## src/rtl/core/asp_pkg.sv

```systemverilog
// Package for the address stride profiler.
// Holds table geometry, command codes, the entry layout and shared helpers.
// No dependencies.
package asp_pkg;

   localparam int THREADS = 16;
   localparam int SLOTS = 4;
   localparam int ENTRIES = THREADS * SLOTS;
   localparam int ENTRY_W = (ENTRIES > 1) ? $clog2(ENTRIES) : 1;
   localparam int ROW_W = (THREADS > 1) ? $clog2(THREADS) : 1;

   localparam int ADDR_W = 48;
   localparam int STRIDE_W = 31;
   localparam int COUNT_W = 48;

   localparam logic [1:0] CMD_CLEAR = 2'd0;
   localparam logic [1:0] CMD_SAMPLE = 2'd1;
   localparam logic [1:0] CMD_READ = 2'd2;

   localparam logic [COUNT_W-1:0] COUNT_MAX = '1;
   localparam logic [ADDR_W-1:0] STRIDE_LIMIT = ADDR_W'({STRIDE_W{1'b1}});

   typedef struct packed {
      logic [ADDR_W-1:0]   last_seen;
      logic [ADDR_W-1:0]   low_mark;
      logic [ADDR_W-1:0]   high_mark;
      logic [COUNT_W-1:0]  sample_total;
      logic [STRIDE_W-1:0] stride_a;
      logic [COUNT_W-1:0]  tally_a;
      logic [STRIDE_W-1:0] stride_b;
      logic [COUNT_W-1:0]  tally_b;
   } entry_type;

   localparam int ENTRY_BITS = $bits(entry_type);

   localparam entry_type ENTRY_RESET = '{
      last_seen: '0,
      low_mark: '1,
      high_mark: '0,
      sample_total: '0,
      stride_a: '0,
      tally_a: '0,
      stride_b: '0,
      tally_b: '0
   };

   typedef struct packed {
      logic load;
      logic step1;
      logic step2;
   } ctrl_type;

   function automatic logic [COUNT_W-1:0] sat_inc(input logic [COUNT_W-1:0] value);
      logic [COUNT_W-1:0] result;
      result = (value == COUNT_MAX) ? value : value + COUNT_W'(1);
      return result;
   endfunction

endpackage

```

## src/rtl/core/asp_update.sv

```systemverilog
// Entry update datapath: loads an entry, then applies a sample in two stages.
// Stage one updates bounds, count and stride; stage two runs the majority counter.
// Depends on asp_pkg.
module asp_update
   import asp_pkg::*;
(
   input  logic              clock,
   input  ctrl_type          ctrl,
   input  entry_type         rd_entry,
   input  logic              rd_valid,
   input  logic              is_sample,
   input  logic              is_clear,
   input  logic [ADDR_W-1:0] address,
   output entry_type         entry
);

   entry_type           work_ff;
   entry_type           work_in;
   logic [STRIDE_W-1:0] diff_ff;
   logic [STRIDE_W-1:0] diff_in;
   logic [ADDR_W-1:0]   distance;

   always_comb begin
      work_in = work_ff;
      diff_in = diff_ff;
      distance = (address >= work_ff.last_seen) ? address - work_ff.last_seen
                                                : work_ff.last_seen - address;
      if (ctrl.load) begin
         work_in = (is_clear || !rd_valid) ? ENTRY_RESET : rd_entry;
      end else if (ctrl.step1 && is_sample) begin
         if (address < work_ff.low_mark) begin
            work_in.low_mark = address;
         end
         if (address > work_ff.high_mark) begin
            work_in.high_mark = address;
         end
         work_in.sample_total = sat_inc(work_ff.sample_total);
         work_in.last_seen = address;
         diff_in = (distance > STRIDE_LIMIT) ? STRIDE_LIMIT[STRIDE_W-1:0]
                                             : distance[STRIDE_W-1:0];
      end else if (ctrl.step2 && is_sample) begin
         if (work_ff.stride_a == diff_ff) begin
            work_in.tally_a = sat_inc(work_ff.tally_a);
         end else if (work_ff.stride_b == diff_ff) begin
            work_in.tally_b = sat_inc(work_ff.tally_b);
         end else if (work_ff.tally_a == '0) begin
            work_in.stride_a = diff_ff;
         end else if (work_ff.tally_b == '0) begin
            work_in.stride_b = diff_ff;
         end else if (work_ff.tally_b >= work_ff.tally_a) begin
            work_in.tally_b = work_ff.tally_b - COUNT_W'(1);
         end else begin
            work_in.tally_a = work_ff.tally_a - COUNT_W'(1);
         end
      end
   end

   always_ff @(posedge clock) begin
      work_ff <= work_in;
      diff_ff <= diff_in;
   end

   assign entry = work_ff;

endmodule

```

## config.mk

```make
export PLATFORM = sky130hd
export DESIGN_NAME = asp_update
export DESIGN_NICKNAME = d
export VERILOG_FILES = /design/src/rtl/core/asp_pkg.sv /design/src/rtl/core/asp_update.sv
export SDC_FILE = /design/constraint.sdc
export NUM_CORES = 1
export LEC_CHECK = 0
export ABC_AREA = 1
export BUFFER_PORTS_ARGS = -buffer_cell sky130_fd_sc_hd__buf_4
export CORE_AREA = 2 2 297 299
export CTS_CLUSTER_SIZE = 10
export DETAILED_ROUTE_END_ITERATION = 8
export DIE_AREA = 0 0 299 301
export PLACE_DENSITY = 0.74
export RECOVER_POWER = 25
export SYNTH_ARGS = -nofsm -noshare
export SYNTH_HDL_FRONTEND = slang
export SYNTH_SLANG_ARGS = --single-unit
```

## constraint.sdc

```tcl
create_clock -name clock -period 7.46 [get_ports clock]
set_input_delay 0.373 -clock clock [delete_from_list [all_inputs] [get_ports clock]]
set_output_delay 0.373 -clock clock [all_outputs]
set_load 0.01 [all_outputs]
```

# Word-level counts from Yosys, hierarchy flattened
# Cells that the tools add are included.
# word_totals
ff_bits	381
out_inout_bits	350
wordCells	84
# classes
n_addsub	7
n_lt_le_gt_ge	5
eq_ne	18
muxes	23
bitwise	1
reduce_logical	21
# ops
operator	count
350-bit two-way mux	2
48-bit two-way mux	12
158-bit two-way mux	2
192-bit two-way mux	1
48-bit by 1-bit adder with 48-bit output (second input constant)	3
48-bit equality test (second input constant)	3
127-bit two-way mux	1
110-bit two-way mux	1
48-bit greater-or-equal comparator	2
48-bit zero test	2
48-bit by 1-bit subtractor with 48-bit output (second input constant)	2
48-bit subtractor	2
31-bit two-way mux	3
79-bit two-way mux	1
31-bit equality test	2
48-bit by 31-bit greater-than comparator with 1-bit output (second input constant)	1
48-bit greater-than comparator	1
48-bit < comparator	1
3-bit != test (second input constant)	8
7-bit AND reduction	2
2-bit nonzero test	6
2-bit != test (second input constant)	5
2-bit AND reduction	4
6-bit AND reduction	1
other kinds (6)	7

# Depth between registers and ports, before layout
# depth
word_depth	9
mapped_depth	24

# Worst setup path after synthesis
# OpenSTA, ideal clock, no wires.
# synth_timing
kind	register to register
from	register work_ff, in the netlist entry[281]
to	register work_ff, in the netlist entry[254], enable pin
setup_ns	0.520
arrival_ns	4.869
path_slack_ns	2.071
path_stages_with_launch	12
path_buffers	0
synth_period_minus_slack_ns	5.389
path_cell_list	edfxtp_1 > inv_1 > ha_1 > nand2_1 > inv_1 > nand3_1 > a31oi_1 > a2111oi_0 > nand2_1 > a31oi_1 > nor2_1 > o21ai_0
# synth_between
elab_chain_cells	3
# synth_rtl
item	line_no	text
start: declaration	asp_update.sv:17	entry_type work_ff;
start signal: assignment	asp_update.sv:59	work_ff <= work_in;
48-bit < comparator	asp_update.sv:31	if (address < work_ff.low_mark) begin
2-bit nonzero test (no source line)	n/a	
2-bit AND reduction (no source line)	n/a	
# Every way passes these cells.
# A chain may end at the register's enable or synchronous reset.

# Final worst setup path
# layout_timing
from	input port ctrl[2] (netlist bit)
to	register work_ff, in the netlist entry[176], enable pin
# layout_between
elab_chain_cells	2
elab_cells_between_ends	3
classes_between	eq/ne: 1; reduce/logical: 2
# layout_rtl
item	line_no	text
start: declaration	asp_update.sv:8	input ctrl_type ctrl,
2-bit != test (no source line) / 2-bit nonzero test (equally long branches)	n/a	
2-bit AND reduction (no source line) (*)	n/a	
# Mark *: on every way between the ends. The rest lies on a longest branch, timed or not.

==> impl_results.md <==
- Violated checks: capacitance limit, slew limit
- Power Total: 12.41 mW
- Met2 GRT Util: 0.5742
- Top Ports: 755
- Detailed Route WL: between 150000 and 200000 um
- Endpoints failing setup: 0
- Net Sw Frac: 0.4763
- Number of flops mapped to enable cells by yosys: between 300 and 400
- CTS max path bufs: 3
- Crit Path Category: input pin to register
- Reported net switching power: 5.910 mW
- Row count: 108
- Root Driver: clkbuf_16
- Worst setup EP type: register
- Status: complete, but fails checks
- Critical path's largest stage delay: 2.57 ns
- Worst r2r path cells: 21
- Placed Area: around 0.042 sq mm
- Worst-skew pair later-pin latency: 0.65 ns
- Total global routing overflow: 0
- Dpl cells: 6874
- TritonCTS buffer count: 49
- Fillcell total: between 8000 and 9000
- Final Hold Vio Count: 0
- R2r setup slk: 1.59 ns
- Detail Route Antenna Nets: 0
- Worst EP required: 7.71 ns
- Crit path max fanout: a little over 70
- Post-route cell area: 0.04420 sq mm
- WHS Path Cells: 3
- Commonest non-fill, non-tap cell in the layout: nand2_1
- FF-to-FF End: entry[116]$_DFFE_PP_
- Synth cell types: 57
- First-pass GRT wire length: 225200 um
- Number of global-route vias before repair: 36937
- WL/cell: 21.82 um
- Final Util: 0.5111
- WP data arrival: 6.33 ns
- CP Launch Type: input pin
- Power Density: 280.7 mW/mm^2
- Via/cell ratio: approximately 5.4
- Post-synthesis cell area: ~0.035 sq mm
- Most frequent cells in the layout: nand2_1, inv_1, buf_4
- RSZ-0062 raised after global routing: false
- Power share of the clock group: 0.187
- Hold EP: entry[180]$_DFFE_PP_
- PostCTS Resize Cnt: 0
- Post-synthesis register bit count: about 380
- Syn Nets: 5772
- # clock sinks: between 300 and 400
- Tightest Pin Transition: about 3.5 ns
- Post-DP HPWL: 124800 um
- Fin Setup TNS: 0 ns
- Cell mode on critical path: clkbuf_1
- Max Slew Vio Count: 137
- Router iterations before antenna repair: 6
- Die area: 0.09000 sq mm
- Worst-path clk slew: around 0.06 ns
- Met3 usage: 0.06154
- Nets@finish: around 6600
- Largest net degree at the start of global routing: between 100 and 150
- Initial antenna violation count: 6
- Critical path's slowest cell: clkbuf_1
- Tcrit/Tclk final: 0.8159
- Chip height: 301 um
- DRT iter0 DRCs: 3365
- GR Util All Layers: 0.3304
- Register area share after synthesis: 0.3238
- Via count: 38108
- Share of layout cells above drive strength 1: 0.1275
- Global placement routability congestion: 1.035
- Flop pwr share: 0.302
- CP cell instances: clkbuf_1 -> clkbuf_1 -> nor2_1 -> a31oi_4 -> buf_4
- Power Internal: 6.498 mW
- PortBufs: ~750
- Asr flop ratio synth: 0
- Synthesized area per cell: 7.022 sq um
- Max-cap violations: 3
- Comb pwr share: 0.511
- Fin crit period: 6.087 ns
- Cells after Synth: 5032
- Worst vdd ir: 0.1876 mV
- HP Class: input pin to register
- TritonCTS clock tree: yes
- Core ar.: about 0.086 sq mm
- P_leak: 21.00 nW
- Starting Density: 0.4086
- Area grow syn2layout: 25.10%
- Busiest layer in global routing: met2
- Layout Skew: 0.04900 ns
- Met1 usage in global routing: 0.3946
- Max-slew headroom at the worst pin: -1.355
- Post-synth top flop: edfxtp_1
- Hold wc startpoint: rd_entry[180]
- Remaining DRCs: 0
- Fmax: 164.3 MHz
- Fin cells: 7078
- Worst reg2reg path startpoint: diff_ff[13]$_SDFFCE_PN1P_
- Htree depth: 2
- Die Wd: 299 um
- Yosys warns: 0
worst max-delay path, delay by kind of cell:
family	cells	cell delay, ns
buffers and inverters	3	4.44
AND/OR/NAND/NOR	1	0.82
AO/OA/AOI/OAI	1	0.61
synth_stat cells (8+ instances only):
cell type,number,share of area
nand2_1,1606,0.17
inv_1,809,0.086
edfxtp_1,381,0.32
a21oi_1,344,0.049
nor2_1,338,0.036
ha_1,331,0.12
o21ai_0,279,0.040
nand3_1,163,0.023
nand4_1,88,0.016
xor2_1,85,0.021
clkbuf_1,64,0.0068
xnor2_1,58,0.014
nor4_1,56,0.0099
nor3_1,51,0.0072
a31oi_1,40,0.0071
or2_2,38,0.0067
a22o_1,32,0.0079
nand3_2,32,0.0091
nor2_2,26,0.0046
o21a_1,21,0.0045
inv_2,19,0.0020
o21bai_1,19,0.0040
a21o_1,16,0.0034
a32o_1,13,0.0037
o211ai_1,13,0.0028
nand2_2,11,0.0019
buf_2,9,0.0013
buf_1,8,0.00085
how the worst max path moves through the flow:
stage / slack, ns / endpoint / from
final: 1.37 / entry[176]$_DFFE_PP_ / ctrl[2]
after global routing: 1.15 / entry[175]$_DFFE_PP_ / ctrl[2]
after CTS: 1.76 / entry[116]$_DFFE_PP_ / diff_ff[13]$_SDFFCE_PN1P_
after detailed placement: 1.77 / entry[116]$_DFFE_PP_ / diff_ff[13]$_SDFFCE_PN1P_
after global placement: 1.88 / entry[116]$_DFFE_PP_ / diff_ff[13]$_SDFFCE_PN1P_
after floorplan: 2.07 / entry[254]$_DFFE_PP_ / entry[281]$_DFFE_PP_
final cells by class:
cell class                 count  area [sq um]  share of cell area
inverter                     833          3139             0.07102
tap                         1155          1445             0.03269
multi-input combinational   3730         20470              0.4632
sequential                   381         11440              0.2588
clock buffer                  55          1270             0.02873
clock inverter                20         197.7            0.004472
antenna                        2         5.005           0.0001132
timing repair buffer         902          6232              0.1410
through the flow:
step | hold WS (ns) | setup slack, ns
2_1_floorplan | 0.5516 | 2.071
3_3_place_gp | 0.6175 | 1.882
3_5_place_dp | 0.6393 | 1.769
4_1_cts | 0.00009609 | 1.757
5_1_grt | 0.01958 | 1.155
6_report | 0.01802 | 1.373
power groups by stage:
stage	sequential [mW]	combinational (mW)	clock, mW
floorplan	3.44	3.86	0
global placement	3.76	6.17	0
detailed placement	3.75	6.22	0
CTS	3.71	6.32	2.35
global route	3.73	7.01	2.42
finish	3.74	6.34	2.32
state kept, by name, summed over array words and instances (netlist names):
name / cells
entry: 350
diff_ff: 31
layer usage:
layer | part of all wire | vias to the layer above
met5 | 0.000045 | -
met4 | 0.054 | 2
met3 | 0.086 | 366
met2 | 0.48 | 1806
met1 | 0.38 | 17681
li1 | - | 18253
repair_timing:
action	4_1_cts	5_1_grt
hold buffers	127	0
endpoints found under the hold margin	127	0
buffers inserted	0	0
kinds of logic after synthesis:
kind of cell	count (synthesis)	synth area share
AND/OR/NAND/NOR	2431	0.2898
buffers and inverters	921	0.09975
AO/OA/AOI/OAI	817	0.1307
flip-flops	381	0.3238
adder cells (fa/ha/maj)	335	0.1195
XOR/XNOR	143	0.03544
multiplexers	4	0.001133
Power figures use the tool's default switching activity.
