===== src/rtl/core/asp_pkg.sv =====
// Package for the address stride profiler.
// Holds table geometry, command codes, the entry layout and shared helpers.
// No dependencies.
package asp_pkg;

   localparam int THREADS = 16;
   localparam int SLOTS = 4;
   localparam int ENTRIES = THREADS * SLOTS;
   localparam int ENTRY_W = (ENTRIES > 1) ? $clog2(ENTRIES) : 1;
   localparam int ROW_W = (THREADS > 1) ? $clog2(THREADS) : 1;

   localparam int ADDR_W = 48;
   localparam int STRIDE_W = 31;
   localparam int COUNT_W = 48;

   localparam logic [1:0] CMD_CLEAR = 2'd0;
   localparam logic [1:0] CMD_SAMPLE = 2'd1;
   localparam logic [1:0] CMD_READ = 2'd2;

   localparam logic [COUNT_W-1:0] COUNT_MAX = '1;
   localparam logic [ADDR_W-1:0] STRIDE_LIMIT = ADDR_W'({STRIDE_W{1'b1}});

   typedef struct packed {
      logic [ADDR_W-1:0]   last_seen;
      logic [ADDR_W-1:0]   low_mark;
      logic [ADDR_W-1:0]   high_mark;
      logic [COUNT_W-1:0]  sample_total;
      logic [STRIDE_W-1:0] stride_a;
      logic [COUNT_W-1:0]  tally_a;
      logic [STRIDE_W-1:0] stride_b;
      logic [COUNT_W-1:0]  tally_b;
   } entry_type;

   localparam int ENTRY_BITS = $bits(entry_type);

   localparam entry_type ENTRY_RESET = '{
      last_seen: '0,
      low_mark: '1,
      high_mark: '0,
      sample_total: '0,
      stride_a: '0,
      tally_a: '0,
      stride_b: '0,
      tally_b: '0
   };

   typedef struct packed {
      logic load;
      logic step1;
      logic step2;
   } ctrl_type;

   function automatic logic [COUNT_W-1:0] sat_inc(input logic [COUNT_W-1:0] value);
      logic [COUNT_W-1:0] result;
      result = (value == COUNT_MAX) ? value : value + COUNT_W'(1);
      return result;
   endfunction

endpackage


===== src/rtl/core/asp_valid.sv =====
// Valid bits for the profiler table, one per entry.
// A clear command drops a whole thread row at once. Depends on asp_pkg.
module asp_valid
   import asp_pkg::*;
(
   input  logic               clock,
   input  logic               reset,
   input  logic               set_en,
   input  logic [ENTRY_W-1:0] set_index,
   input  logic               clear_en,
   input  logic [ROW_W-1:0]   clear_row,
   input  logic [ENTRY_W-1:0] rd_index,
   output logic               rd_valid
);

   logic [ENTRIES-1:0] valid_ff;

   for (genvar i = 0; i < ENTRIES; i++) begin : g_valid
      localparam int ROW = i / SLOTS;
      always_ff @(posedge clock) begin
         if (reset) begin
            valid_ff[i] <= 1'b0;
         end else if (clear_en && (clear_row == ROW_W'(ROW))) begin
            valid_ff[i] <= 1'b0;
         end else if (set_en && (set_index == ENTRY_W'(i))) begin
            valid_ff[i] <= 1'b1;
         end
      end
   end

   assign rd_valid = valid_ff[rd_index];

endmodule


===== config.mk =====
export PLATFORM = sky130hd
export DESIGN_NAME = asp_valid
export DESIGN_NICKNAME = d
export VERILOG_FILES = /design/src/rtl/core/asp_pkg.sv /design/src/rtl/core/asp_valid.sv
export SDC_FILE = /design/constraint.sdc
export NUM_CORES = 1
export LEC_CHECK = 0
export BUFFER_PORTS_ARGS = -buffer_cell sky130_fd_sc_hd__buf_2
export CAP_MARGIN = 0
export CORE_MARGIN = 1
export CORE_UTILIZATION = 45
export DETAILED_ROUTE_END_ITERATION = 12
export GPL_ROUTABILITY_DRIVEN = 0
export GPL_TIMING_DRIVEN = 0
export PLACE_DENSITY = 0.59
export SLEW_MARGIN = 20
export SYNTH_ARGS = -nofsm -noshare
export SYNTH_HDL_FRONTEND = slang
export SYNTH_SLANG_ARGS = --single-unit

===== constraint.sdc =====
create_clock -name clock -period 2.1 [get_ports clock]
set_input_delay 0.21 -clock clock [delete_from_list [all_inputs] [get_ports clock]]
set_output_delay 0.21 -clock clock [all_outputs]
set_load 0.01 [all_outputs]

* Word-level counts from Yosys, hierarchy flattened
Index checks and enable logic that the tools add are counted.
Cells by class: magnitude comparators 1, equality and inequality tests 78, mux-type cells 2, reduce and logical (&&, ||, !) cells 98
Operator list (number):
- 6-bit == test (second input constant) | 32
- 6-bit by 5-bit == test with 1-bit output (second input constant) | 16
- 1-bit logical AND | 80
- 6-bit by 4-bit == test with 1-bit output (second input constant) | 8
- 4-bit == test (second input constant) | 8
- 2-bit OR reduction | 16
- 6-bit by 3-bit == test with 1-bit output (second input constant) | 4
- 4-bit by 3-bit == test with 1-bit output (second input constant) | 4
- 6-bit by 2-bit == test with 1-bit output (second input constant) | 2
- 4-bit by 2-bit == test with 1-bit output (second input constant) | 2
- 6-bit by 7-bit < comparator with 1-bit output (second input constant) | 1
- 1-bit binary-select mux with 6-bit select | 1
- 6-bit by 1-bit == test with 1-bit output (second input constant) | 1
- 6-bit logical NOT | 1
- 4-bit by 1-bit == test with 1-bit output (second input constant) | 1
- 4-bit logical NOT | 1
- 1-bit two-way mux | 1
Word-level totals: register bits 64, output and inout bits 1, logic and storage cells 243

* Depth between registers and ports, before layout
Gate-level depths: netlist of the first run.
depth in word-level cells 3, mapped depth 7, mapped depth without buffers 5

* Worst setup path after synthesis of the first run
Ideal clock, no wire load.
kind input -> output, start in rd_index[0], end out rd_valid, arrival 1495 ps, required time 1890 ps, path slack 395 ps, stages 6, buffers on the path 2, cell sequence buf_6 buf_12 mux4_2 nor2b_1 a2111oi_2 nor3_1
On the way: word-level cells in the longest chain between the ends 2
RTL lines:
- start, declared | RTL line asp_valid.sv:12 | input logic [ENTRY_W-1:0] rd_index,
- 1-bit binary-select mux with 6-bit select | RTL line asp_valid.sv:31 | assign rd_valid = valid_ff[rd_index];
- 1-bit two-way mux (implied by the code) | RTL line asp_valid.sv:31
- end, declared | RTL line asp_valid.sv:13 | output logic rd_valid
Every way passes these cells. The select of a mux whose other input is x is not followed.

* Final worst setup path of the first run
start reg valid_ff[21], end out rd_valid
On the way: word-level cells in the longest chain between the ends 2
RTL lines:
- start, declared | RTL line asp_valid.sv:16 | logic [ENTRIES-1:0] valid_ff;
- start signal, assigned by index | RTL line asp_valid.sv:22 | valid_ff[i] <= 1'b0;
- start signal, assigned by index | RTL line asp_valid.sv:24 | valid_ff[i] <= 1'b0;
- start signal, assigned by index | RTL line asp_valid.sv:26 | valid_ff[i] <= 1'b1;
- 1-bit binary-select mux with 6-bit select | RTL line asp_valid.sv:31
- 1-bit two-way mux (implied by the code) | RTL line asp_valid.sv:31
Every way passes these cells. The select of a mux whose other input is x is not followed.

==> reports/qor.yml, run 1 <==
outcome:
  status: "finished, violations left"
  violations: "setup timing"
floorplan:
  core_mm2: 0.005956
  dieWidth_um: 81.01
  die_h_um: 81.01
  io_pins: 21
  row_count: 28
  floorplan.initialDensity: 0.4716
  die-area_mm2: 0.006562
cells_and_area:
  antenna_cells: 0
  layout_common_cells: "76 x nor2_1, 64 x a21oi_1, 63 x dfxtp_1"
  nets: 352
  drive_above_1_share: 0.1399
  top_register: "valid_ff"
  largest_reg_flops: 64
  fin_util: 0.5286
  n_fill_cell: 569
  layout_commonest_cell: "nor2_1"
  top_regs: "valid_ff x64"
  area.growth.synth_to_final_pct: 12.07
  design_area_mm2: 0.003148
  stdcell_count: 411
power:
  power.total_mw: 2.373
  p_comb_frac: 0.085
  vdd_drop_max_v: 0.0004147
  power_leakage_nw: 1.233
  internal_power_mw: 1.774
  clockPowerShare: 0.398
  switching_share: 0.2523
  power_density_mw_per_mm2: 753.7
  seqPwrFrac: 0.517
  p_sw_mw: 0.5986
sta:
  setup_viol: 1
  relSlewSlack: 0.3697
  rsz0062_at_grt: "true"
  hold_violations: 0
  period_share: 1.042
  period_minus_slack_ns: 2.188
  layout_setup_ws_ns: -0.08844
  finalClockSkew_ns: 0
  tightest_slew_ns: 0.9368
  max_freq_mhz: 456.9
  finalMaxSlewViolations: 0
drt:
  drcViolationCount: 0
  ant_nets: 0
  routedWlPerCell_um: 17.96
  firstDrtPassIters: 5
  drt-total-wl_mm: 7.383
  drt_iter0_markers: 132
  via_count: 2337
  vias_per_cell: 5.686
global_routing:
  grt_pass1_vias: 2144
  antenna_found_initial: 0
  grtUsageTotal: 0.2452
  grt_max_degree: 11
  grt_pass1_wl_mm: 11.27
  grt-ovfl-total: 0
clock_tree:
  clk_latency_ns: 0.33
  numCtsBuffers: 9
  clockBufferDepth: 2
  cts.clk_slew.worst_paths_ns: 0.07
  cts_tree: "yes"
  cts.htree.levels: 3
  clock_tree.root_cell: "clkbuf_8"
  post_cts.repair.setup_buffers: 0
  clkSinkCount: 64
synthesis:
  syn_nets: 326
  ys_seq_area_frac: 0.4561
  synth_area_mm2: 0.002809
  syn_avg_cell_area_um2: 9.180
  yosysWarnings: 0
  yosysUniqueCellTypes: 32
  syn-instance-count: 306
  ys_ff_latch: 64
flow_run:
  maxCapViolCount: 0
setup_path:
  reg2reg_setup_slack_ns: 1.46
  end_kind: "output pin"
  r2r-end: "valid_ff[31]"
  worst-endpoint-required_ns: 1.89
  reg2reg_from: "valid_ff[31]"
  crit_path_start_kind: "flip-flop"
  critPathKind: "reg -> out"
  cp_data_arrival_time_ns: 1.98
  worstPathMaxFanout: 2
  rr_worst_depth: 2
placement:
  dpl_cell_area_mm2: 0.002978
  post-place-ws_ns: 0.05673
  place_inst: 396
  dpl.hpwl_mm: 5.303
  port_buffers: 15
worst_hold_path:
  min_to: "valid_ff[10]"
  hold_depth: 3
  worstHoldPathType: "in -> reg"
  hp-start: "reset"
-- cell families (layout without fill, tap and decap cells) --
family / Yosys count / in the layout / share of synthesized area
flops: 64 / 64 / 0.4561
compound gates: 85 / 85 / 0.1653
mux: 21 / 21 / 0.1572
buf+inv: 19 / 49 / 0.03786
simple gates: 117 / 117 / 0.1835
-- worst max-delay path by stage --
stage	to	cells past startpoint	slack [ns]	start
final	rd_valid	6	-0.09	valid_ff[21]
after global routing	rd_valid	6	-0.18	valid_ff[20]
after CTS	rd_valid	6	-0.10	valid_ff[20]
after detailed placement	rd_valid	8	0.06	rd_index[0]
after global placement	rd_valid	8	0.06	rd_index[0]
after floorplan	rd_valid	6	0.40	rd_index[0]
-- cell type report --
class                      count  area (um2)  area share
buffer                        15       91.34     0.02901
clock buffer                  12       155.1     0.04928
timing repair buffer          15       75.07     0.02385
sequential                    64        1282      0.4074
inverter                       4       15.01    0.004769
clock inverter                 3       17.52    0.005564
multi-input combinational    223        1418      0.4503
tap                           75       93.84     0.02981
-- per-stage QoR --
| stage | hold WS [ns] | setup TNS [ns] |
|---|---|---|
| after floorplan | 0.4102 | 0 |
| after global placement | 0.4395 | 0 |
| after detailed placement | 0.4498 | 0 |
| after CTS | 0.2087 | -0.1007 |
| after global routing | 0.2261 | -0.1840 |
| final | 0.2262 | -0.08844 |
-- what timing repair did --
item | 4_1_cts | 5_1_grt
hold buffers | 0 | 0
pin swaps | 0 | 4
resized for setup | 2 | 0
endpoints found under the setup margin | 1 | 1
-- routing by layer --
metal  vias to the layer above  wire length, um  part of all wire  global-route usage
met5                         -                0                 0                   0
met4                         0               59            0.0080              0.1036
met3                         7              466             0.063             0.06404
met2                        61             3390              0.46              0.3815
met1                      1120             3467              0.47              0.3213
li1                       1149                -                 -                   -
-- power groups by stage --
stage	logic [mW]	clock network, mW	registers [mW]
floorplan	0.129	0	1.25
global placement	0.200	0	1.25
detailed placement	0.199	0	1.25
CTS	0.201	0.962	1.23
global route	0.219	1.03	1.23
finish	0.201	0.945	1.23
-- critical path: stages (launching register included) --
cell and delay [ns]:
dfxtp_1 0.32, mux4_2 0.50, o211ai_1 0.20, o22ai_1 0.12
nor4_2 0.27, nor3_1 0.08, buf_2 0.14
-- Yosys cell counts --
cell type | instances | area share
mux2_2 | 2 | 0.0080
a2111oi_2 | 1 | 0.0053
a31o_2 | 2 | 0.0062
nand2_1 | 11 | 0.015
o22ai_1 | 1 | 0.0022
o211ai_1 | 1 | 0.0027
o311ai_0 | 1 | 0.0031
nor3_1 | 8 | 0.014
clkbuf_1 | 9 | 0.012
and3_1 | 2 | 0.0045
buf_6 | 2 | 0.0080
o21ai_0 | 9 | 0.016
mux4_1 | 11 | 0.10
nand3_1 | 3 | 0.0053
nand2b_1 | 4 | 0.0089
nor3b_1 | 3 | 0.0080
nor4_1 | 1 | 0.0022
a2bb2oi_1 | 1 | 0.0031
nand3b_1 | 2 | 0.0053
a21oi_1 | 64 | 0.11
o31ai_1 | 4 | 0.011
mux4_2 | 4 | 0.032
inv_1 | 4 | 0.0053
mux2i_1 | 4 | 0.014
buf_2 | 3 | 0.0053
o21ai_1 | 1 | 0.0018
nor2b_1 | 5 | 0.011
nor2_1 | 76 | 0.10
buf_12 | 1 | 0.0071
and3b_1 | 1 | 0.0031
nor4_2 | 1 | 0.0045
dfxtp_1 | 64 | 0.46
(Power assumes the default switching activity.)
==> run 2, diff against run 1 <==
--- a/config.mk
+++ b/config.mk
@@ -8,11 +8,11 @@
 export BUFFER_PORTS_ARGS = -buffer_cell sky130_fd_sc_hd__buf_2
 export CAP_MARGIN = 0
 export CORE_MARGIN = 1
-export CORE_UTILIZATION = 45
+export CORE_UTILIZATION = 43
 export DETAILED_ROUTE_END_ITERATION = 12
 export GPL_ROUTABILITY_DRIVEN = 0
 export GPL_TIMING_DRIVEN = 0
-export PLACE_DENSITY = 0.59
+export PLACE_DENSITY = 0.56
 export SLEW_MARGIN = 20
 export SYNTH_ARGS = -nofsm -noshare
 export SYNTH_HDL_FRONTEND = slang
==> reports/qor.yml, run 2 (synthesis results as in run 1) <==
cells_and_area:
  top_register: "valid_ff"  # unchanged
  design_area_mm2: 0.003142  # was 0.003148 mm2
  nets: 352  # unchanged
  antenna_cells: 0  # unchanged
  drive_above_1_share: 0.1429  # was 0.1399
  fin_util: 0.4976  # was 0.5286
  largest_reg_flops: 64  # unchanged
  layout_common_cells: "76 x nor2_1, 64 x a21oi_1, 63 x dfxtp_1"  # unchanged
  area.growth.synth_to_final_pct: 11.85  # was 12.07%
  stdcell_count: 413  # was 411
  n_fill_cell: 614  # was 569
  top_regs: "valid_ff x64"  # unchanged
  layout_commonest_cell: "nor2_1"  # unchanged
setup_path:
  rr_worst_depth: 2  # unchanged
  critPathKind: "reg -> out"  # unchanged
  reg2reg_from: "valid_ff[40]"  # was valid_ff[31]
  worstPathMaxFanout: 2  # unchanged
  reg2reg_setup_slack_ns: 1.48  # was 1.46 ns
  crit_path_start_kind: "flip-flop"  # unchanged
  crit_slowest_cell: "mux4_1"  # was mux4_2
  cp_data_arrival_time_ns: 1.93  # was 1.98 ns
  crit_family: "multiplexers"  # unchanged
  max_stage_delay_ns: 0.51  # was 0.50 ns
  end_kind: "output pin"  # unchanged
  worst-endpoint-required_ns: 1.89  # about the same
  critPathBufInv: 1  # unchanged
  crit_start: "valid_ff[19]"  # was valid_ff[21]
  crit_chain: "mux4_1 -> nor2b_1 -> o22ai_2 -> nor4_2 -> nor3_1 -> buf_2"  # was mux4_2 -> o211ai_1 -> o22ai_1 -> nor4_2 -> nor3_1 -> buf_2
  r2r-end: "valid_ff[40]"  # was valid_ff[31]
global_routing:
  grt_pass1_vias: 2205  # was 2144
  grt_max_degree: 11  # unchanged
  grt-ovfl-total: 0  # unchanged
  antenna_found_initial: 0  # unchanged
  grt_pass1_wl_mm: 11.50  # was 11.27 mm
  grtUsageTotal: 0.2239  # was 0.2452
clock_tree:
  clk_latency_ns: 0.35  # was 0.33 ns
  clockBufferDepth: 2  # unchanged
  cts_hold_buffers: 0  # unchanged
  clock_tree.root_cell: "clkbuf_8"  # unchanged
  cts.htree.levels: 3  # unchanged
  numCtsBuffers: 9  # unchanged
  clkSinkCount: 64  # unchanged
  cts_tree: "yes"  # unchanged
  post_cts.repair.setup_buffers: 0  # unchanged
  cts.clk_slew.worst_paths_ns: 0.07  # about the same
worst_hold_path:
  worstHoldPathType: "in -> reg"  # unchanged
  hp-start: "reset"  # unchanged
  hold_depth: 3  # unchanged
  min_to: "valid_ff[6]"  # was valid_ff[10]
placement:
  dpl_cell_area_mm2: 0.002980  # was 0.002978 mm2
  place_inst: 398  # was 396
  post-place-ws_ns: 0.05650  # was 0.05673 ns
  dpl.hpwl_mm: 5.252  # was 5.303 mm
  port_buffers: 15  # unchanged
drt:
  firstDrtPassIters: 4  # was 5
  vias_per_cell: 5.630  # was 5.686
  drt-total-wl_mm: 7.289  # was 7.383 mm
  via_count: 2325  # was 2337
  ant_nets: 0  # unchanged
  drcViolationCount: 0  # unchanged
  drt_iter0_markers: 176  # was 132
  routedWlPerCell_um: 17.65  # was 17.96 um
outcome:
  status: "finished, violations left"  # unchanged
  violations: "setup timing"  # unchanged
sta:
  finalClockSkew_ns: 0  # unchanged
  tightest_slew_ns: 1.149  # was 0.9368 ns
  period_minus_slack_ns: 2.145  # was 2.188 ns
  period_share: 1.021  # was 1.042
  hold-worst-slack_ns: 0.2109  # was 0.2262 ns
  rsz0062_at_grt: "true"  # unchanged
  finalMaxSlewViolations: 0  # unchanged
  layout_setup_ws_ns: -0.04490  # was -0.08844 ns
  setup_viol: 1  # unchanged
  relSlewSlack: 0.2268  # was 0.3697
  hold_violations: 0  # unchanged
  max_freq_mhz: 466.2  # was 456.9 MHz
  tns_ns: -0.04490  # was -0.08844 ns
floorplan:
  core_mm2: 0.006314  # was 0.005956 mm2
  dieWidth_um: 82.83  # was 81.01 um
  row_count: 29  # was 28
  floorplan.initialDensity: 0.4449  # was 0.4716
  io_pins: 21  # unchanged
  die-area_mm2: 0.006860  # was 0.006562 mm2
  die_h_um: 82.83  # was 81.01 um
flow_run:
  maxCapViolCount: 0  # unchanged
power:
  power_density_mw_per_mm2: 734.1  # was 753.7 mW/mm2
  vdd_drop_max_v: 0.0004177  # was 0.0004147 V
  power_leakage_nw: 1.223  # was 1.233 nW
  power.total_mw: 2.306  # was 2.373 mW
## run 2: changes by cell type in the layout (fill, tap and decap cells not counted)
cell and delta:
o22ai_1 -1, mux2i_2 +1, o22ai_2 +1, clkinv_2 +1, clkbuf_8 -2, mux2i_1 -1, clkbuf_1 +1
## run 2: area by class of cell
type                       count  area (um2)  share of cell area
clock buffer                  11       131.4             0.04182
clock inverter                 4       22.52            0.007168
inverter                       4       15.01            0.004779
multi-input combinational    223        1428              0.4544
timing repair buffer          15       75.07             0.02389
tap                           77       96.34             0.03067
sequential                    64        1282              0.4082
buffer                        15       91.34             0.02907
## run 2: tightest hold or removal path, stage by stage
cell,delay [ns]
buf_2,0.11
a31o_2,0.15
nor2_1,0.05
## run 2: worst max path at each step
stage                          end  slack (ns)  cells after the start
after floorplan           rd_valid        0.40                      6
after global placement    rd_valid        0.05                      8
after detailed placement  rd_valid        0.06                      8
after CTS                 rd_valid       -0.06                      6
after global routing      rd_valid       -0.13                      6
final                     rd_valid       -0.04                      6
## run 2: metal layers
layer / vias up / share of wire / GRT usage
met5: - / 0 / 0
met4: 0 / 0.021 / 0.1019
met3: 12 / 0.039 / 0.05368
met2: 38 / 0.46 / 0.3480
met1: 1126 / 0.48 / 0.2957
li1: 1149 / - / -
## run 2: timing repair
item                                    CTS  global route
pin swaps                                 2             1
cloned                                    0             0
resized for setup                         3             1
endpoints found under the setup margin    1             1
## run 2: power by group
group	switching [mW]	internal (mW)
Clock	0.460	0.415
Combinational	0.134	0.0705
Sequential	0.00410	1.22
Total	0.598	1.71
