### src/rtl/core/asp_ram.sv
// Generic single-port-write, single-port-read RAM with a registered read.
// Parameterized by data width and depth; no dependencies.
module asp_ram #(
   parameter int WIDTH = 8,
   parameter int DEPTH = 16
) (
   input  logic                                    clock,
   input  logic                                    wr_en,
   input  logic [((DEPTH > 1) ? $clog2(DEPTH) : 1)-1:0] wr_addr,
   input  logic [WIDTH-1:0]                        wr_data,
   input  logic                                    rd_en,
   input  logic [((DEPTH > 1) ? $clog2(DEPTH) : 1)-1:0] rd_addr,
   output logic [WIDTH-1:0]                        rd_data
);

   logic [WIDTH-1:0] mem_ff [DEPTH];
   logic [WIDTH-1:0] rd_data_ff;

   always_ff @(posedge clock) begin
      if (wr_en) begin
         mem_ff[wr_addr] <= wr_data;
      end
      if (rd_en) begin
         rd_data_ff <= mem_ff[rd_addr];
      end
   end

   assign rd_data = rd_data_ff;

endmodule

### config.mk
export PLATFORM = sky130hd
export DESIGN_NAME = asp_ram
export DESIGN_NICKNAME = d
export VERILOG_FILES = /design/src/rtl/core/asp_ram.sv
export SDC_FILE = /design/constraint.sdc
export NUM_CORES = 1
export LEC_CHECK = 0
export ABC_AREA = 1
export BUFFER_PORTS_ARGS = -buffer_cell sky130_fd_sc_hd__buf_2
export CAP_MARGIN = 20
export CORE_UTILIZATION = 30
export CTS_CLUSTER_SIZE = 25
export DETAILED_ROUTE_END_ITERATION = 8
export MAX_ROUTING_LAYER = met4
export SYNTH_ARGS = -nofsm -noshare
export SYNTH_HDL_FRONTEND = slang
export SYNTH_SLANG_ARGS = --single-unit
export TNS_END_PERCENT = 30
### constraint.sdc
create_clock -name clock -period 2.4 [get_ports clock]
set_input_delay 0.24 -clock clock [delete_from_list [all_inputs] [get_ports clock]]
set_output_delay 0.24 -clock clock [all_outputs]
set_load 0.005 [all_outputs]
Word level (Yosys, flattened, before mapping). Memory sizes are Yosys's and may differ from the RTL's. A register that Yosys moved wholly into a read port is not among the register bits. Index checks and enable logic that the tools add are counted.

Multiplexer cells: 2.

Operators with widths (number): 1-bit 2-to-1 mux (2).

Bits of input ports: 19. Output and inout port bits: 8. Bits in registers: 0. Memories kept: 1. Word-level logic and storage cells: 3. RAM bits: 128.

Memories: mem_ff (depth 16, bits a word 8, read ports 1, clocked after memory_dff 1, wr ports 1, line 16) `logic [WIDTH-1:0] mem_ff [DEPTH];`.

Logic depth before layout (Yosys ltp). Gate-level depths: netlist of the first run.

Depth in word-level cells: 2. Gate-level depth with buffers: 8. Mapped depth without buffers: 7.

Worst setup path after synthesis of the first run. Ideal clock, no wire load.

Kind: input to register. Start point: input port wr_addr[2] in the netlist's numbering. End point: memory mem_ff[10][0] (enable). Data required time: 2.030 ns. Buffers on the path: 0. Slack: 1.209 ns. Arrival time: 0.821 ns. Stages on the path: 2. Library setup time: 0.370 ns. Path through: nand3b_1 nor2_1.

RTL lines: start: declaration (line 9) `input logic [((DEPTH > 1) ? $clog2(DEPTH) : 1)-1:0] wr_addr,`; end: declaration (line 16).

Straight into the memory's write port.

Worst setup path in the final report of the first run.
Start point: register rd_data_ff[6], in the netlist rd_data[6], read port of mem_ff. End point: output port rd_data[6].

RTL lines: start: declaration (line 17) `logic [WIDTH-1:0] rd_data_ff;`; end: declaration (line 13) `output logic [WIDTH-1:0] rd_data`.

No word-level cell between the ends.

==> qor.yml, run 1 <==
timing:
  clock_skew_ns: 0.00541
  period_share: 0.512
  min_period_ns: 1.23
  worstMarginPinSlew_ns: 0.869
  slew_viol_final: 0
  hold_violations: 0
  rsz0062_at_grt: "no"
  slew_headroom: 0.418
  finalSetupViolations: 0
  finalSetupTns_ns: 0
  worst_slack_ns: 1.17
  max_freq_mhz: 814
global_routing:
  first_global_vias: 3650
  grt-ovfl-total: 0
  grt_max_degree: 65
  grt.total_usage: 0.147
  antenna_found_initial: 0
  grt_pass1_wl_um: 20700
worst_setup_path:
  crit_fanout: 1
  cp-startpoint: "rd_data[6]"
  start_kind: "register"
  cpLargestDelayFamily: "flip-flops"
  critPathBufInv: 1
  r2r-start: "mem_ff[7][3]"
  cp.required_ns: 2.16
  crit_path_cell_trace: "buf_2"
  slowest_stage: "edfxtp_1"
  cpPeakStageDelay_ns: 0.42
  critPathKind: "reg2out"
  end_kind: "output port"
  critPathArrivalTime_ns: 0.99
drt:
  post_drt_wl_per_cell_um: 15.8
  vias: 3750
  top_layer: "met4"
  wl_met2_um: 6120
  first_pass_iters: 4
  wl_um: 13500
  vias_per_cell: 4.39
  met1_length_um: 6430
  drt-initial-drc-count: 297
  ant_nets: 0
  wl_met3_um: 637
  route.detailed.drc: 0
pwr:
  peakVddDrop_mv: 0.502
  power.leakage_uw: 0.00286
  finalPower_uw: 5400
  p_per_area_mw_per_mm2: 797
min_path:
  hp-start: "rd_en"
  hold_path_class: "in2reg"
logic_synthesis:
  netlist.area_leader.share: 0.698
  syn_area_mm2: 0.00585
  yosys.area.top_type: "edfxtp_1"
  synth_cell_types: 11
  synth_seq_cells: 136
  seq_area_frac_synth: 0.698
  synth_cells: 551
  synth_warnings: 0
  syn_nets: 570
  synth_area_leaders: "edfxtp_1, nand2_1, nand3_1"
  syn_area_per_cell_um2: 10.6
clock_tree:
  post_cts_buffers: 0
  h-tree-depth: 4
  cts_buffer_depth: 2
  numCtsBuffers: 17
  ctsResizeCount: 0
  clkLatencyLatePin_ns: 0.41
  path_clk_slew_ns: 0.06
  cts_hold_buf: 0
  cts_tree: "done"
  cts_root_buf: "clkbuf_16"
  clock-sinks: 136
floorplan:
  chipWidth_um: 142
  die_area_mm2: 0.0201
  initial_utilization: 0.309
  die_h_um: 142
  row_count: 50
  core_mm2: 0.0189
  io-pin-count: 27
layout:
  final_nets: 601
  syn2layout_area_growth_pct: 15.9
  num_antenna_cells: 0
  layout-drive-gt1-share: 0.108
outcome:
  status: "finished, final reports clean"
place:
  globalplace.congestion: 0.861
  io_buffers: 26
  dp_hpwl_um: 8580
  dp_slack_ns: 0.787
job:
  cap_violations: 0
==> report_power, final <==
part	internal [uW]	total (uW)	switching, uW
Sequential	2680	2690	16.7
Combinational	89.1	319	230
Clock	1490	2390	896
==> state kept, by name, summed over array words and instances, names as in the netlist <==
register	flops
mem_ff	128
rd_data	8
==> cell families (layout without fill, tap and decap cells) <==
group	after synthesis	count (layout)	share of synthesized area
buffers and inverters	126	169	0.0939
flip-flops	136	136	0.698
AND/OR/NAND/NOR	289	289	0.208
==> metal layers <==
metal  track usage  vias up
met4        0.0589        0
met5             -        -
met3        0.0334       17
met1         0.195     1775
li1              -     1841
met2         0.220      117
==> layout by cell type (no fill, tap or decap), types with 4 or more instances in the layout <==
master,instances
edfxtp_1,136
buf_4,8
clkinv_2,6
buf_2,26
nor2_1,17
inv_1,100
clkinv_1,4
nand2_1,173
clkbuf_16,17
nand3_1,97
==> worst paths after layout <==
check,slack (ns),cells past startpoint,end
worst max-delay path,1.17,1,rd_data[6]
worst min-delay path,0.20,1,rd_data[2]
worst max register to register,1.27,6,rd_data[3]
worst min register to register,0.75,6,rd_data[2]
==> cells in the mapped netlist (all sizes together) <==
master	n
buf	24
edfxtp	136
inv	102
nand2	173
nand3	97
nand3b	2
nor2	17
==> per-stage QoR <==
stage / cell area [um^2] / hold WS [ns] / util / std cells
global placement: 6240 / 0.610 / 0.330 / 823
CTS: 6780 / 0.183 / 0.359 / 854
detailed placement: 6240 / 0.612 / 0.330 / 823
floorplan: 5850 / 0.339 / - / 551
global route: 6780 / 0.195 / 0.359 / 854
finish: 6780 / 0.195 / 0.359 / 854
==> cell type report <==
type,count,area [um^2]
clock buffer,18,429
clock inverter,13,113
fill,1909,12100
inverter,102,383
multi-input combinational,289,1210
sequential,136,4080
tap,260,325
timing repair buffer,36,230
Note: power is estimated with default switching activity, not from simulation.
==> run 2, diff against run 1 <==
--- a/config.mk
+++ b/config.mk
@@ -5,7 +5,7 @@
 export SDC_FILE = /design/constraint.sdc
 export NUM_CORES = 1
 export LEC_CHECK = 0
-export ABC_AREA = 1
+export ABC_AREA = 0
 export BUFFER_PORTS_ARGS = -buffer_cell sky130_fd_sc_hd__buf_2
 export CAP_MARGIN = 20
 export CORE_UTILIZATION = 30
==> constraint.sdc (replaced) <==
create_clock -name clock -period 1.1 [get_ports clock]
set_input_delay 0.11 -clock clock [delete_from_list [all_inputs] [get_ports clock]]
set_output_delay 0.11 -clock clock [all_outputs]
set_load 0.005 [all_outputs]
==> qor.yml, run 2 <==
worst_setup_path:
  r2r_setup_slack_ns: -0.41  # -1.68 ns
  cpPeakStageDelay_ns: 0.46  # +0.04 ns
  critPathKind: "reg2reg"
  cp-startpoint: "mem_ff[1][6]"
  r2r-start: "mem_ff[1][6]"
  critPathArrivalTime_ns: 1.67  # +0.68 ns
  critPathBufInv: 1  # unchanged
  cpLargestDelayFamily: "multiplexers"
  crit_cells: 4  # +3
  crit_fanout: 1  # unchanged
  reg2reg_to: "rd_data[6]"
  cp.required_ns: 1.26  # -0.90 ns
  reg2reg_depth: 4  # -2
  slowest_stage: "mux4_2"
  end_kind: "register"
  crit_path_cell_trace: "mux4_2, a22oi_2, buf_4, nand2_2"
  start_kind: "register"
  worstSetupEndpoint: "rd_data[6]"
floorplan:
  chipWidth_um: 134  # -5.4%
  core_mm2: 0.0168  # -11%
  row_count: 47  # -6.0%
  io-pin-count: 27  # unchanged
  die_h_um: 134  # -5.4%
  initial_utilization: 0.311  # +0.00135
  die_area_mm2: 0.0180  # -10%
job:
  cap_violations: 0  # unchanged
global_routing:
  grt.total_usage: 0.131  # -0.0164
  grt_max_degree: 17  # -74%
  grt_pass1_wl_um: 16100  # -22%
  antenna_found_initial: 0  # unchanged
  use_met1: 0.176  # -0.0188
  top_usage_layer: "met2"
  grt-ovfl-total: 0  # unchanged
  first_global_vias: 2656  # -27%
  grt.met3_usage: 0.0333  # -0.000154
  use_met2: 0.191  # -0.0290
clock_tree:
  h-tree-depth: 4  # unchanged
  numCtsBuffers: 17  # unchanged
  path_clk_slew_ns: 0.06  # about the same
  clock-sinks: 136  # unchanged
  clkLatencyLatePin_ns: 0.41  # about the same
  cts_tree: "done"
  cts_buffer_depth: 2  # unchanged
  post_cts_buffers: 0  # unchanged
  cts_root_buf: "clkbuf_16"
logic_synthesis:
  netlist.area_leader.share: 0.781  # +0.0828
  seq_area_frac_synth: 0.781  # +0.0828
  synth_cell_types: 18  # +7
  syn_nets: 248  # -56%
  synth-async-reset-ratio: 0  # unchanged
  synth_area_leaders: "edfxtp_1, mux4_2, mux4_1"
  synth_cells: 229  # -58%
  synth_warnings: 0  # unchanged
  syn_area_mm2: 0.00523  # -11%
  yosysMostFrequentCell: "edfxtp_1"
  yosys_most_used_dff: "edfxtp_1"
  synth-edff-count: 136  # unchanged
  yosys.area.top_type: "edfxtp_1"
  ys_top_cells_by_count: "edfxtp_1, mux4_2, a22oi_1"
  synth_seq_cells: 136  # unchanged
  syn_area_per_cell_um2: 22.8  # +120%
layout:
  syn2layout_area_growth_pct: 23.6
  stdcell_area_mm2: 0.00646  # -4.7%
  fin_cells: 534  # -37%
  layout_common_cells: "edfxtp_1, mux4_2, buf_4"
  num_antenna_cells: 0  # unchanged
  top_register: "mem_ff"
  final_nets: 320  # -47%
  mostFrequentLayoutCell: "edfxtp_1"
  largest_register_ff_count: 128  # unchanged
  layout-drive-gt1-share: 0.417  # +0.309
timing:
  slew_viol_final: 0  # unchanged
  worstMarginPinSlew_ns: 0.729  # -0.141 ns
  rsz0062_at_grt: "yes"
  holdWs_ns: 0.0735  # -0.122 ns
  finalSetupTns_ns: -2.73  # -2.73 ns
  slew_headroom: 0.513  # +0.0950
  hold_violations: 0  # unchanged
  worst_slack_ns: -0.411  # -1.58 ns
  max_freq_mhz: 662
  clock_skew_ns: 0.00367  # -0.00174 ns
  min_period_ns: 1.51
  finalSetupViolations: 8  # +8
  period_share: 1.37
drt:
  vias_per_cell: 4.65  # +5.9%
  ant_nets: 0  # unchanged
  drt-initial-drc-count: 353  # +19%
  post_drt_wl_per_cell_um: 19.4  # +23%
  first_pass_iters: 4  # unchanged
  vias: 2483  # -34%
  route.detailed.drc: 0  # unchanged
  wl_um: 10400  # -23%
place:
  io_buffers: 26  # unchanged
  dp.cells: 502  # -39%
  dp_hpwl_um: 7060  # -18%
  globalplace.congestion: 0.795  # -7.6%
  placed_area_mm2: 0.00589  # -5.6%
outcome:
  violations: "negative setup slack"
  status: "finished with violations"
pwr:
  peakVddDrop_mv: 1.19  # +140%
  p_per_area_mw_per_mm2: 1810  # +130%
  power.leakage_uw: 0.00215  # -25%
  finalPower_uw: 11700  # +120%
min_path:
  hold_path_class: "in2reg"
-- run 2: changes by cell type in the layout (fill, tap and decap cells not counted), sizes merged, moves of 2 or more --
cell,change
inv,-102
buf,+27
nand2b,+2
nand2,-164
mux4,+32
a22oi,+16
nand3,-96
nor3,+4
nor2,-4
-- run 2: final cells by class --
class,count,area [um^2]
clock inverter,13,111
sequential,136,4080
multi-input combinational,83,1060
fill,1550,10400
clock buffer,19,433
timing repair buffer,63,495
tap,220,275
-- run 2: cells by family (layout without fill, tap and decap cells) --
logic type	after synthesis	count (layout)	synth area share
mux	32	32	0.148
flops	136	136	0.781
buf+inv	10	95	0.0165
simple gates	35	35	0.0314
compound gates	16	16	0.0230
-- run 2: where the power goes --
group / leakage, uW / total [uW] / switching (uW) / internal, uW
clock network: 0.000268 / 5190 / 1930 / 3270
logic: 0.000643 / 622 / 333 / 290
registers: 0.00124 / 5870 / 30.6 / 5840
-- run 2: through the flow --
| step | util | setup slack (ns) |
|---|---|---|
| floorplan | - | -0.210 |
| CTS | 0.384 | -0.400 |
| finish | 0.384 | -0.411 |
| global placement | 0.350 | -0.604 |
| detailed placement | 0.350 | -0.600 |
| global route | 0.384 | -0.470 |
-- run 2: worst register-to-register path: stages, from the launching register on --
cell and delay [ns]:
edfxtp_1 0.36, mux4_2 0.46, a22oi_2 0.24, buf_4 0.15
nand2_2 0.04
-- run 2: worst min path at each step --
| stage | start | endpoint | depth (start not counted) |
|---|---|---|---|
| after global placement | rd_en | rd_data[7] | 1 |
| after floorplan | wr_data[0] | mem_ff[0][0] | 0 |
| after detailed placement | rd_en | rd_data[6] | 1 |
| final | rd_en | rd_data[6] | 1 |
| after global routing | rd_en | rd_data[6] | 1 |
| after CTS | rd_en | rd_data[6] | 1 |
-- run 2: timing repair --
action,in CTS,in global routing
gates resized for setup,6,1
pin swaps,1,0
hold buffers,0,0
setup endpoints to repair,9,10
hold endpoints to repair,0,0
-- run 2: layer usage --
layer  wire length, um  share of wire  vias to the layer above
li1                  -              -                     1117
met1              4490           0.43                     1269
met2              4950           0.48                       83
met3               791          0.076                       14
met4               120          0.012                        0
met5                 0              0                        -
==> run 3, diff against run 2 <==
--- a/config.mk
+++ b/config.mk
@@ -8,10 +8,12 @@
 export ABC_AREA = 0
 export BUFFER_PORTS_ARGS = -buffer_cell sky130_fd_sc_hd__buf_2
 export CAP_MARGIN = 20
-export CORE_UTILIZATION = 30
+export CORE_UTILIZATION = 54
 export CTS_CLUSTER_SIZE = 25
 export DETAILED_ROUTE_END_ITERATION = 8
 export MAX_ROUTING_LAYER = met4
+export PLACE_DENSITY = 0.74
+export SKIP_CTS_REPAIR_TIMING = 1
 export SYNTH_ARGS = -nofsm -noshare
 export SYNTH_HDL_FRONTEND = slang
 export SYNTH_SLANG_ARGS = --single-unit
==> qor.yml, run 3 (synthesis gave the netlist of run 2 again) <==
floorplan:
  row_count: 35  # -26%
  core_mm2: 0.00933  # -45%
  initial_utilization: 0.560  # +0.250
  chipWidth_um: 100  # -25%
  die_area_mm2: 0.0101  # -44%
  die_h_um: 100  # -25%
  io-pin-count: 27  # unchanged
layout:
  largest_register_ff_count: 128  # unchanged
  syn2layout_area_growth_pct: 24.5
  mostFrequentLayoutCell: "edfxtp_1"
  layout-drive-gt1-share: 0.416  # -0.00105
  final_nets: 328  # +2.5%
  fin_util: 0.698  # +0.313
  top_register: "mem_ff"
  num_antenna_cells: 0  # unchanged
  layout_common_cells: "edfxtp_1, mux4_2, buf_4"
clock_tree:
  cts_buffer_depth: 2  # unchanged
  numCtsBuffers: 17  # unchanged
  clkLatencyLatePin_ns: 0.51  # +0.10 ns
  path_clk_slew_ns: 0.06  # about the same
  clock-sinks: 136  # unchanged
  h-tree-depth: 4  # unchanged
  cts_root_buf: "clkbuf_8"
  cts_tree: "done"
worst_setup_path:
  cpPeakStageDelay_ns: 0.48  # +0.02 ns
  critPathArrivalTime_ns: 1.71  # +0.04 ns
  critPathKind: "reg2reg"
  critPathBufInv: 0  # -1
  crit_fanout: 1  # unchanged
  slowest_stage: "mux4_2"
  crit_path_cell_trace: "mux4_2, a22oi_2, nand2_1"
  cpLargestDelayFamily: "multiplexers"
  end_kind: "register"
  r2r_setup_slack_ns: -0.36  # +0.05 ns
  start_kind: "register"
  cp.required_ns: 1.35  # +0.09 ns
place:
  globalplace.congestion: 0.738  # -7.3%
  dp_hpwl_um: 6370  # -9.8%
  io_buffers: 26  # unchanged
timing:
  min_period_ns: 1.46  # -0.0511 ns
  worst_slack_ns: -0.360  # +0.0511 ns
  period_share: 1.33  # -0.0464
  hold_violations: 0  # unchanged
  clock_skew_ns: 0.00901  # +0.00534 ns
  slew_viol_final: 0  # unchanged
  slew_headroom: 0.419  # -0.0944
  worstMarginPinSlew_ns: 0.870  # +0.141 ns
  max_freq_mhz: 685  # +3.5%
  rsz0062_at_grt: "yes"
  finalSetupViolations: 13  # +5
outcome:
  status: "finished with violations"
  violations: "negative setup slack"
pwr:
  power_frac_seq: 0.476  # -0.026
  power.leakage_uw: 0.00220  # +2.3%
  clkPwrFrac: 0.472  # +0.028
  p_per_area_mw_per_mm2: 1900  # +4.9%
  finalPower_uw: 12400  # +5.7%
  netSwitchingFraction: 0.202  # +0.00635
  pwr-share-comb: 0.052  # about the same
  internal_power_uw: 9850  # +4.8%
  p_switching_uw: 2500  # +9.1%
  peakVddDrop_mv: 1.34  # +13%
drt:
  drt-initial-drc-count: 244  # -31%
  wl_um: 10500  # +0.96%
  vias_per_cell: 5.77  # +24%
  post_drt_wl_per_cell_um: 23.2  # +20%
  ant_nets: 0  # unchanged
  route.detailed.drc: 0  # unchanged
  first_pass_iters: 4  # unchanged
  vias: 2601  # +4.8%
global_routing:
  antenna_found_initial: 0  # unchanged
  grt_max_degree: 17  # unchanged
  grt_pass1_wl_um: 15700  # -2.6%
  first_global_vias: 2721  # +2.4%
  grt-ovfl-total: 0  # unchanged
  grt.total_usage: 0.237  # +0.106
job:
  cap_violations: 0  # unchanged
min_path:
  hold_path_class: "in2reg"
[run 3: through the flow]
stage	area, um^2	instances	hold slack, ns	setup slack, ns	TNS (ns)
2_1_floorplan	5240	229	0.209	-0.210	-7.66
3_3_place_gp	5780	410	0.485	-0.541	-16.20
3_5_place_dp	5780	410	0.485	-0.570	-18.91
4_1_cts	6400	442	-0.0518	-0.473	-3.25
5_1_grt	6510	451	0.172	-0.403	-3.47
6_report	6510	451	0.177	-0.360	-2.74
[run 3: area by class of cell]
type                       instances  area (um^2)
clock buffer                      18          418
sequential                       136         4080
multi-input combinational         83         1060
timing repair buffer              71          591
tap                              129          161
fill                             543         2820
clock inverter                    14          198
[run 3: final timing paths]
kind                                    start            to  cells after the start
worst max-delay path            mem_ff[11][4]    rd_data[4]                      3
worst min-delay path               wr_addr[0]  mem_ff[4][2]                      3
worst max register to register  mem_ff[11][4]    rd_data[4]                      3
worst min register to register   mem_ff[6][0]    rd_data[0]                      3
[run 3: routing by layer]
| metal | part of all wire | vias up | track usage |
|---|---|---|---|
| li1 | - | 1130 | - |
| met1 | 0.37 | 1330 | 0.299 |
| met2 | 0.52 | 133 | 0.354 |
| met3 | 0.10 | 8 | 0.0773 |
| met4 | 0.015 | 0 | 0.106 |
| met5 | 0 | - | - |
[run 3: power by group through the flow]
stage / clock [uW] / combinational [uW] / sequential, uW
floorplan: 0 / 327 / 5970
global placement: 0 / 594 / 5970
detailed placement: 0 / 610 / 5980
CTS: 5900 / 616 / 5880
global route: 6130 / 694 / 5880
finish: 5830 / 648 / 5870
[run 3: worst reg2reg max path, delay by kind of cell, from the launching register on]
kind | cells | cell delay [ns]
AO/OA/AOI/OAI | 1 | 0.26
flip-flops | 1 | 0.36
AND/OR/NAND/NOR | 1 | 0.10
multiplexers | 1 | 0.48
